## config.mk

```make
export PLATFORM = sky130hd
export DESIGN_NAME = bba_seq
export DESIGN_NICKNAME = d
export VERILOG_FILES = /design/src/hw/rtl/bba_pkg.sv /design/src/hw/rtl/bba_zero_find.sv /design/src/hw/rtl/bba_seq.sv
export SDC_FILE = /design/constraint.sdc
export NUM_CORES = 1
export LEC_CHECK = 0
export BUFFER_PORTS_ARGS = -buffer_cell sky130_fd_sc_hd__buf_2
export CAP_MARGIN = 5
export CORE_UTILIZATION = 63
export CTS_BUF_LIST = sky130_fd_sc_hd__clkbuf_8
export DETAILED_ROUTE_END_ITERATION = 6
export PLACE_DENSITY_LB_ADDON = 0.08
export SLEW_MARGIN = 20
export SYNTH_ARGS = -nofsm -noshare
export SYNTH_HDL_FRONTEND = slang
export SYNTH_SLANG_ARGS = --single-unit
```

## constraint.sdc

```tcl
create_clock -name clock -period 13.27 [get_ports clock]
set_input_delay 0.6635 -clock clock [delete_from_list [all_inputs] [get_ports clock]]
set_output_delay 0.6635 -clock clock [all_outputs]
set_load 0.01 [all_outputs]
```

## src/hw/rtl/bba_pkg.sv

```systemverilog
`timescale 1ns / 1ps

package bba_pkg;

   localparam int CNT_W      = 13;   // block count register
   localparam int BLK_W      = 12;   // block index on the ports
   localparam int STAT_W     = 2;
   localparam int TDATA_W    = 16;
   localparam int WORD_W     = 64;   // bitmap memory row
   localparam int BIT_IDX_W  = 6;    // bit within a row
   localparam int LANE_W     = 8;    // width of the zero finder
   localparam int LANE_IDX_W = 3;

   localparam logic [CNT_W-1:0] CNT_RESET = 13'd4096;

   localparam logic CMD_ALLOC = 1'b0;
   localparam logic CMD_FREE  = 1'b1;

   typedef enum logic [STAT_W-1:0] {
      STAT_OK          = 2'd0,
      STAT_NO_FREE     = 2'd1,
      STAT_DOUBLE_FREE = 2'd2,
      STAT_RANGE       = 2'd3
   } status_type;

   typedef struct packed {
      status_type       status;
      logic [BLK_W-1:0] granted;
   } resp_type;

   typedef enum logic [2:0] {
      ST_CLEAR,
      ST_IDLE,
      ST_SCAN,
      ST_WORD,
      ST_FCHECK,
      ST_DONE
   } state_type;

endpackage

```

## src/hw/rtl/bba_zero_find.sv

```systemverilog
`timescale 1ns / 1ps

module bba_zero_find import bba_pkg::*; (
   input  logic [LANE_W-1:0]     vec,
   output logic                  found,
   output logic [LANE_IDX_W-1:0] pos
);

   // lowest clear bit wins
   always_comb begin
      found = 1'b0;
      pos   = '0;
      for (int i = LANE_W - 1; i >= 0; i--) begin
         if (!vec[i]) begin
            found = 1'b1;
            pos   = LANE_IDX_W'(i);
         end
      end
   end

endmodule

```

## src/hw/rtl/bba_seq.sv

```systemverilog
`timescale 1ns / 1ps

module bba_seq import bba_pkg::*; #(
   parameter int MAX_BLOCKS = 4096,
   localparam int WORDS  = (MAX_BLOCKS + WORD_W - 1) / WORD_W,
   localparam int ADDR_W = (WORDS > 1) ? $clog2(WORDS) : 1,
   localparam int LIM_W  = $clog2(MAX_BLOCKS + 1),
   localparam int CMP_A  = (LIM_W > CNT_W) ? LIM_W : CNT_W,
   localparam int CMP_W  = (CMP_A > ADDR_W + BIT_IDX_W) ? CMP_A : ADDR_W + BIT_IDX_W
) (
   input  logic              clock,
   input  logic              reset,
   input  logic              req_valid,
   output logic              req_ready,
   input  logic              req_cmd,
   input  logic [BLK_W-1:0]  req_idx,
   input  logic [CMP_W-1:0]  cnt_lim,
   input  logic              out_free,
   output logic              resp_load,
   output resp_type          resp,
   output logic              ram_rd_en,
   output logic [ADDR_W-1:0] ram_rd_addr,
   input  logic [WORD_W-1:0] ram_rd_data,
   output logic              ram_wr_en,
   output logic [ADDR_W-1:0] ram_wr_addr,
   output logic [WORD_W-1:0] ram_wr_data
);

   localparam int GROUPS = (WORDS + LANE_W - 1) / LANE_W;
   localparam int GRP_W  = (GROUPS > 1) ? $clog2(GROUPS) : 1;
   localparam int FLAG_N = GROUPS * LANE_W;

   state_type                state_ff, state_in;
   logic [GRP_W-1:0]         grp_ff, grp_in;
   logic [LANE_IDX_W-1:0]    lane_ff, lane_in;
   logic [ADDR_W-1:0]        waddr_ff, waddr_in;
   logic [BIT_IDX_W-1:0]     bit_ff, bit_in;
   logic [WORDS-1:0]         full_ff, full_in;
   resp_type                 resp_ff, resp_in;

   logic [FLAG_N-1:0]        sum_flags;
   logic [LANE_W-1:0]        zf_vec;
   logic                     zf_found;
   logic [LANE_IDX_W-1:0]    zf_pos;

   logic [CMP_W-1:0]         idx_ext;
   logic                     idx_out;
   logic [ADDR_W-1:0]        free_word;
   logic [ADDR_W-1:0]        scan_word;
   logic [CMP_W-1:0]         scan_base;
   logic                     base_out;
   logic                     grp_last;
   logic                     lane_last;
   logic [CMP_W-1:0]         found_idx;
   logic                     found_out;
   logic [WORD_W-1:0]        set_word;
   logic [WORD_W-1:0]        clr_word;
   logic                     bit_used;

   // rows past the end of the bitmap look full so the scan skips them
   for (genvar i = 0; i < FLAG_N; i++) begin : g_flags
      if (i < WORDS) begin : g_real
         assign sum_flags[i] = full_ff[i];
      end else begin : g_pad
         assign sum_flags[i] = 1'b1;
      end
   end

   always_comb begin
      zf_vec = ram_rd_data[lane_ff*LANE_W +: LANE_W];
      if (state_ff == ST_SCAN) begin
         zf_vec = sum_flags[grp_ff*LANE_W +: LANE_W];
      end
   end

   bba_zero_find u_find (
      .vec   (zf_vec),
      .found (zf_found),
      .pos   (zf_pos)
   );

   assign idx_ext   = CMP_W'(req_idx);
   assign idx_out   = (idx_ext >= cnt_lim);
   assign free_word = idx_ext[ADDR_W+BIT_IDX_W-1:BIT_IDX_W];
   assign scan_word = ADDR_W'({grp_ff, zf_pos});
   assign scan_base = CMP_W'({scan_word, {BIT_IDX_W{1'b0}}});
   assign base_out  = (scan_base >= cnt_lim);
   assign grp_last  = (grp_ff == GRP_W'(GROUPS - 1));
   assign lane_last = (lane_ff == LANE_IDX_W'(LANE_W - 1));
   assign found_idx = CMP_W'({waddr_ff, lane_ff, zf_pos});
   assign found_out = (found_idx >= cnt_lim);
   assign set_word  = ram_rd_data | (WORD_W'(1) << {lane_ff, zf_pos});
   assign clr_word  = ram_rd_data & ~(WORD_W'(1) << bit_ff);
   assign bit_used  = ram_rd_data[bit_ff];

   // next state
   always_comb begin
      state_in = state_ff;
      unique case (state_ff)
         ST_CLEAR: begin
            if (waddr_ff == ADDR_W'(WORDS - 1)) begin
               state_in = ST_IDLE;
            end
         end
         ST_IDLE: begin
            if (req_valid) begin
               if (req_cmd == CMD_ALLOC) begin
                  state_in = ST_SCAN;
               end else if (idx_out) begin
                  state_in = ST_DONE;
               end else begin
                  state_in = ST_FCHECK;
               end
            end
         end
         ST_SCAN: begin
            if (zf_found) begin
               state_in = base_out ? ST_DONE : ST_WORD;
            end else if (grp_last) begin
               state_in = ST_DONE;
            end
         end
         ST_WORD: begin
            if (zf_found || lane_last) begin
               state_in = ST_DONE;
            end
         end
         ST_FCHECK: begin
            state_in = ST_DONE;
         end
         ST_DONE: begin
            if (out_free) begin
               state_in = ST_IDLE;
            end
         end
         default: begin
            state_in = ST_IDLE;
         end
      endcase
   end

   // handshake and memory control
   always_comb begin
      req_ready   = 1'b0;
      resp_load   = 1'b0;
      ram_rd_en   = 1'b0;
      ram_rd_addr = scan_word;
      ram_wr_en   = 1'b0;
      ram_wr_addr = waddr_ff;
      ram_wr_data = '0;
      unique case (state_ff)
         ST_CLEAR: begin
            ram_wr_en = 1'b1;
         end
         ST_IDLE: begin
            req_ready   = 1'b1;
            ram_rd_addr = free_word;
            ram_rd_en   = req_valid && (req_cmd == CMD_FREE) && !idx_out;
         end
         ST_SCAN: begin
            ram_rd_en = zf_found && !base_out;
         end
         ST_WORD: begin
            ram_wr_en   = zf_found && !found_out;
            ram_wr_data = set_word;
         end
         ST_FCHECK: begin
            ram_wr_en   = bit_used;
            ram_wr_data = clr_word;
         end
         ST_DONE: begin
            resp_load = out_free;
         end
         default: begin
            req_ready = 1'b0;
         end
      endcase
   end

   // datapath
   always_comb begin
      grp_in   = grp_ff;
      lane_in  = lane_ff;
      waddr_in = waddr_ff;
      bit_in   = bit_ff;
      full_in  = full_ff;
      resp_in  = resp_ff;
      case (state_ff)
         ST_CLEAR: begin
            waddr_in = waddr_ff + 1'b1;
         end
         ST_IDLE: begin
            grp_in   = '0;
            bit_in   = idx_ext[BIT_IDX_W-1:0];
            waddr_in = free_word;
            resp_in  = '{status: STAT_OK, granted: '0};
            if (req_cmd == CMD_FREE && idx_out) begin
               resp_in.status = STAT_RANGE;
            end
         end
         ST_SCAN: begin
            if (zf_found) begin
               waddr_in = scan_word;
               lane_in  = '0;
               if (base_out) begin
                  resp_in.status = STAT_NO_FREE;
               end
            end else begin
               grp_in = grp_ff + 1'b1;
               if (grp_last) begin
                  resp_in.status = STAT_NO_FREE;
               end
            end
         end
         ST_WORD: begin
            if (zf_found) begin
               if (found_out) begin
                  resp_in.status = STAT_NO_FREE;
               end else begin
                  resp_in.granted  = found_idx[BLK_W-1:0];
                  full_in[waddr_ff] = &set_word;
               end
            end else begin
               lane_in = lane_ff + 1'b1;
               if (lane_last) begin
                  resp_in.status = STAT_NO_FREE;
               end
            end
         end
         ST_FCHECK: begin
            if (bit_used) begin
               full_in[waddr_ff] = 1'b0;
            end else begin
               resp_in.status = STAT_DOUBLE_FREE;
            end
         end
         default: begin
            resp_in = resp_ff;
         end
      endcase
   end

   always_ff @(posedge clock) begin
      if (reset) begin
         state_ff <= ST_CLEAR;
         waddr_ff <= '0;
         full_ff  <= '0;
      end else begin
         state_ff <= state_in;
         waddr_ff <= waddr_in;
         full_ff  <= full_in;
      end
   end

   always_ff @(posedge clock) begin
      grp_ff  <= grp_in;
      lane_ff <= lane_in;
      bit_ff  <= bit_in;
      resp_ff <= resp_in;
   end

   assign resp = resp_ff;

endmodule

```

# ---- Word level (Yosys, flattened, before mapping)
# Index checks and enable logic that the tools add are counted.
dict set report word_totals {
  output_inout_bits 94
  register_bits 99
  rom_bits 0
  mem_count 0
  input_bits 94
  latchBits 0
  ram_bits 0
  wordCells 135
}
dict set report classes {
  n_div 0
  n_addsub 3
  eq_ne 23
  n_reduce_logical 25
  shifts 4
  magnitude_cmp 6
  n_mul 0
  n_mux 61
  bitwise_logic 5
}
# cell n
set ops {}
lappend ops {{one-hot mux 64 bit (2 select lines)} 2}
lappend ops {{2-to-1 mux 64 bit} 3}
lappend ops {{bitwise AND 64 bit} 2}
lappend ops {{NOT 64 bit} 2}
lappend ops {{indexed part select 64 x 7 -> 8 bit} 2}
lappend ops {{<< shifter 1 x 6 -> 64 bit (first input constant)} 2}
lappend ops {{bitwise mux 64 bit} 1}
lappend ops {{OR 64 bit} 1}
lappend ops {{AND reduction 64 bit} 1}
lappend ops {{2-to-1 mux 3 bit} 19}
lappend ops {{greater-or-equal comparator 12 x 13 -> 1 bit} 3}
lappend ops {{2-to-1 mux 12 bit} 2}
lappend ops {{one-hot mux 12 bit (2 select lines)} 1}
lappend ops {{inequality test 2 bit (second input constant)} 11}
lappend ops {{one-hot mux 3 bit (6 select lines)} 1}
lappend ops {{one-hot mux 6 bit (3 select lines)} 1}
lappend ops {{2-to-1 mux 2 bit} 8}
lappend ops {{< comparator 6 x 7 -> 1 bit (second input constant)} 2}
lappend ops {{2-to-1 mux 1 bit} 13}
lappend ops {{== test 3 bit (second input constant)} 4}
lappend ops {{2-to-1 mux 6 bit} 2}
lappend ops {{inequality test 3 bit (second input constant)} 4}
lappend ops {{one-hot mux 3 bit (2 select lines)} 2}
lappend ops {{2-to-1 mux 8 bit} 1}
lappend ops {{other kinds (23)} 37}

# ---- Longest topological paths before layout
dict set report logic_depth {
  word_depth 17
  depth_mapped 23
}

# ---- Modules after synthesis
# A second synthesis with hierarchy kept.
dict set report hier_totals {
  hier_cells 1310
  hier_area_um2 10312.4
}
# mod cells_per_inst area_each_um2 n_inst
set modules_own_cells {}
lappend modules_own_cells {bba_seq 1294 10233.6 1}
lappend modules_own_cells {bba_zero_find 16 78.8 1}

# ---- Worst setup path before layout
# OpenSTA, ideal clock, no wires.
dict set report synth_timing {
  path_kind {input -> register}
  startpoint {input port ram_rd_data[62]}
  endpoint {register full_ff[1]}
  setup_ps 87
  arrival_ps 4972
  required_time_ps 13183
  path_slack_ps 8211
  stages 19
  path_cell_list {mux4_2 > mux2_2 > a2111oi_2 > a31oi_1 > a31oi_4 > buf_2 > buf_1 > ha_1 > nor2b_1 > o21a_1 > o21a_1 > o21bai_1 > a31oi_1 > o31a_1 > or3_1 > clkbuf_1 > nor4_1 > a21oi_1 > o31ai_1}
}
dict set report synth_via {
  elab_chain_cells 16
  elab_cells_between_ends 30
  cone_classes {1 x order compare; 3 x eq/ne; 2 x shift; 21 x mux; 1 x bitwise; 2 x reduce/logical}
}
# element line
set synth_rtl {}
lappend synth_rtl {{from (decl)} bba_seq.sv:23} ;# input logic [WORD_W-1:0] ram_rd_data,
lappend synth_rtl {{indexed part select 64 x 7 -> 8 bit} bba_seq.sv:70} ;# zf_vec = ram_rd_data[lane_ff*LANE_W +: LANE_W];
lappend synth_rtl {{2-to-1 mux 8 bit} bba_seq.sv:71} ;# if (state_ff == ST_SCAN) begin
lappend synth_rtl {{2-to-1 mux 3 bit (7 in a row)} bba_zero_find.sv:14} ;# if (!vec[i]) begin
lappend synth_rtl {{<< shifter 1 x 6 -> 64 bit} bba_seq.sv:92} ;# assign set_word = ram_rd_data | (WORD_W'(1) << {lane_ff, zf_pos});
lappend synth_rtl {{OR 64 bit} bba_seq.sv:92}
lappend synth_rtl {{AND reduction 64 bit} bba_seq.sv:221} ;# full_in[waddr_ff] = &set_word;
lappend synth_rtl {{bitwise mux 64 bit} bba_seq.sv:221}
lappend synth_rtl {{2-to-1 mux 64 bit} bba_seq.sv:217} ;# if (found_out) begin
lappend synth_rtl {{2-to-1 mux 64 bit} bba_seq.sv:216} ;# if (zf_found) begin
lappend synth_rtl {{one-hot mux 64 bit (2 select lines)} bba_seq.sv:188} ;# case (state_ff)
lappend synth_rtl {{to (signal assigned)} bba_seq.sv:251} ;# full_ff <= full_in;
lappend synth_rtl {{to (decl)} bba_seq.sv:38} ;# logic [WORDS-1:0] full_ff, full_in;
# Several ways; a longest one is shown, not always the timed one. The select of a mux whose other input is x is not followed.
# A chain may end at the register's enable or synchronous reset.

# ---- Worst setup path after layout
dict set report layout_timing {
  startpoint {register lane_ff[2]}
  endpoint {output port ram_rd_en}
}
dict set report layout_via {
  elab_chain_cells 14
  elab_cells_between_ends 22
  cone_classes {1 x order compare; 1 x shift; 18 x mux; 2 x reduce/logical}
}
# element line
set layout_rtl {}
lappend layout_rtl {{from (decl)} bba_seq.sv:35} ;# logic [LANE_IDX_W-1:0] lane_ff, lane_in;
lappend layout_rtl {{from (signal assigned)} bba_seq.sv:257} ;# lane_ff <= lane_in;
lappend layout_rtl {{indexed part select 64 x 7 -> 8 bit (*)} bba_seq.sv:70}
lappend layout_rtl {{2-to-1 mux 8 bit (*)} bba_seq.sv:71}
lappend layout_rtl {{2-to-1 mux 3 bit (8 in a row)} bba_zero_find.sv:14}
lappend layout_rtl {{greater-or-equal comparator 12 x 13 -> 1 bit} bba_seq.sv:87} ;# assign base_out = (scan_base >= cnt_lim);
lappend layout_rtl {{zero test 1 bit} bba_seq.sv:161} ;# ram_rd_en = zf_found && !base_out;
lappend layout_rtl {{logical AND 1 bit (*)} bba_seq.sv:161}
lappend layout_rtl {{one-hot mux 1 bit (2 select lines) (*)} bba_seq.sv:151} ;# unique case (state_ff)
lappend layout_rtl {{to (decl)} bba_seq.sv:21} ;# output logic ram_rd_en,
# Every way passes the cells marked *; elsewhere a longest branch is shown, timed or not.

==> flow_summary.json <==
{
  "ir_drop_mv": 0.0844,
  "fillCellCount": 1233,
  "critPathCaptureType": "output pin",
  "finalNetCount": 1471,
  "postPlaceCellArea_sq_um": 10600,
  "hp-class": "primary input to register",
  "grt_pass1_wl_microns": 59600,
  "clk-insertion-delay-late_ps": 400,
  "drc_errors": 9,
  "cts.reportedPaths.clkPinSlew_ps": 120,
  "slowest_delay_ps": 890,
  "cts_hold_buf": 0,
  "drt-total-wl_microns": 39600,
  "h-tree-depth": 3,
  "p_leak_nw": 4.28,
  "cp_cell_sequence": "nor2b_1, a22oi_1, and3_1, a211oi_1, a31oi_4, inv_2, ha_1, nor4b_1, a41o_1, a21o_1, a21o_1, a21o_1, a21o_1, a21oi_1, o21ai_0, nor2_1, a41o_1, buf_2",
  "ant_nets": 0,
  "gp_congestion": 1.11,
  "hold_viol_final": 0,
  "diodes": 0,
  "worst-setup-path-type": "register to output pin",
  "grt_max_degree": 75,
  "fp.dieW_microns": 127,
  "cts_tree": "yes",
  "p_sw_uw": 200,
  "synthArstFlopShare_pct": 0,
  "final_area_sq_um": 10800,
  "slew_headroom_pct": 24.7,
  "setup_ws_ps": 6340,
  "clockBufferDepth": 2,
  "rsz0062_at_grt": "false",
  "violations": "DRC",
  "rr_worst_depth": 18,
  "combPwrFrac_pct": 19.1,
  "power_density_nw_per_um2": 58.3,
  "yosys_warnings": 0,
  "status": "finished, violations left",
  "synthCells": 1233,
  "pwr-share-seq_pct": 49.7,
  "required_ps": 12610,
  "power.total_uw": 630,
  "drive_gt1_share_pct": 23.1,
  "regArea_sq_um": 2240,
  "post_cts_resized": 0,
  "period_needed_ps": 6930,
  "cp_max_fo": 24,
  "cp.arrival_ps": 6260,
  "synth_seq_area_share_pct": 22.8,
  "multi_input_area_sq_um": 6980,
  "synth.distinct_cells": 77,
  "hpwl_microns": 28600,
  "rows": 45,
  "p_int_uw": 430,
  "die_h_microns": 127,
  "synth_edf_count": 26,
  "via_count": 11379,
  "syn_to_final_growth_pct": 9.88,
  "port-buffer-count": 187,
  "skew_ps": 23.9,
  "cp_slowest_cell": "a211oi_1",
  "startpoint_type": "register",
  "p_clk_share_pct": 31.2,
  "grt_pass1_vias": 10325,
  "synth_ff_type": "dfxtp_1",
  "antenna_found_initial": 0,
  "finalCritPeriodShare_pct": 52.2,
  "initial_core_util_pct": 64.7,
  "avgSynthCellArea_sq_um": 7.98,
  "grt-ovfl-total": 0,
  "routed_via_density": 7.41,
  "crit_top_cell": "a21o_1",
  "max_slew.worst_pin.slew_ps": 1120,
  "cts_buffers": 9,
  "grtUsageTotal_pct": 48.4,
  "holdPathStages": 1,
  "netlist_area_sq_um": 9840,
  "switching_share_pct": 31.7,
  "maxSlewViolCount": 0,
  "maxCapViolations": 0,
  "die_area_sq_um": 16100,
  "clkSinkCount": 99,
  "setup_violations": 0,
  "core_sq_um": 15200,
  "finalSetupTns_ps": 0,
  "place_ws_ps": 6980,
  "first_iter_violations": 1722,
  "synth_seq_cells": 99,
  "cts_root_buffer": "clkbuf_8",
  "pin_count": 188,
  "post_cts_buffers": 0,
  "fmax_mhz": 144,
  "firstDrtPassIters": 7,
  "syn_nets": 1362,
  "avgRoutedWirePerCell_microns": 25.8
}
## registers in the layout, summed over array words and instances, names as in the netlist
name / flops
ram_wr_addr: 6
state_ff: 3
full_ff: 64
resp: 14
lane_ff: 3
bit_ff: 6
grp_ff: 3
## path summary, 6_finish.rpt
| path | from | endpoint | slack (ps) |
|---|---|---|---|
| max reg2reg | lane_ff[0] | full_ff[59] | 6930 |
| min reg2reg | full_ff[63] | full_ff[63] | 530 |
| min | req_idx[3] | bit_ff[3] | 460 |
| max | lane_ff[2] | ram_rd_en | 6340 |
## per-layer routing
layer / up-vias / GRT usage (%) / part of all wire [%]
met2: 1068 / 73.9 / 44
li1: 4896 / - / -
met4: 0 / 28.4 / 6.4
met5: - / 0 / 0
met1: 5168 / 61.9 / 35
met3: 247 / 12.9 / 15
## Yosys cell counts, types with 26 or more instances
cell | count | area, sq um
a21oi_1 | 162 | 811
o21ai_0 | 148 | 741
nor2b_1 | 84 | 526
nand2_1 | 81 | 304
dfxtp_1 | 73 | 1460
clkbuf_1 | 66 | 248
nor2_1 | 65 | 244
o31ai_1 | 53 | 398
mux4_2 | 43 | 968
ha_1 | 35 | 438
a31oi_1 | 30 | 188
mux2i_1 | 30 | 300
edfxtp_1 | 26 | 781
inv_1 | 26 | 97.6
## final cells by class
cell class	instances	area share, %
clock buffer	11	1.40
clock inverter	5	0.312
inverter	28	0.972
multi-input combinational	1000	64.6
sequential	99	20.7
tap	188	2.18
timing repair buffer	204	9.84
## logic make-up after synthesis
family | after synthesis | synth area share (%)
AND/OR/NAND/NOR | 375 | 20.1
flip-flops | 99 | 22.8
AO/OA/AOI/OAI | 505 | 31.9
buffers and inverters | 134 | 6.56
XOR/XNOR | 5 | 0.445
adder cells (fa/ha/maj) | 35 | 4.45
multiplexers | 80 | 13.7
## critical path, delay by kind of cell, from the launching register on
family	cells	cell delay (ps)
flops	1	820
fa+ha+maj	1	310
buf+inv	2	600
compound gates	11	2740
simple gates	4	1400
## cells in the final DEF, fill, tap and decap left out, types with 9 or more instances in the layout
cell	Yosys	layout
buf_2	7	187
a21oi_1	162	162
nand3_1	25	25
nand2b_1	13	13
edfxtp_1	26	26
a31oi_1	30	30
a32o_1	9	9
mux4_2	43	43
mux2i_1	30	30
dfxtp_1	73	73
clkbuf_8	0	11
o31ai_1	53	53
nor2_1	65	65
nor2b_1	84	84
nand2_1	81	81
nor3_1	19	19
nand4_1	13	13
inv_1	26	26
o31ai_2	11	11
o211ai_1	10	10
ha_1	35	35
buf_4	3	17
o21ai_0	148	148
and2_1	20	19
## metrics by stage
stage	util, %	instances	hold slack (ps)
3_5_place_dp	69.8	1519	502
5_1_grt	71.1	1535	464
4_1_cts	71.1	1535	464
3_3_place_gp	69.8	1519	485
2_1_floorplan	-	1233	454
6_report	71.1	1535	464
## power by group through the flow
stage / Sequential, mW / Clock [mW] / Combinational [mW]
6_report: 0.313 / 0.196 / 0.120
4_1_cts: 0.313 / 0.195 / 0.112
3_3_place_gp: 0.320 / 0 / 0.111
5_1_grt: 0.313 / 0.206 / 0.124
3_5_place_dp: 0.320 / 0 / 0.111
2_1_floorplan: 0.317 / 0 / 0.0604
(Power assumes the default switching activity.)
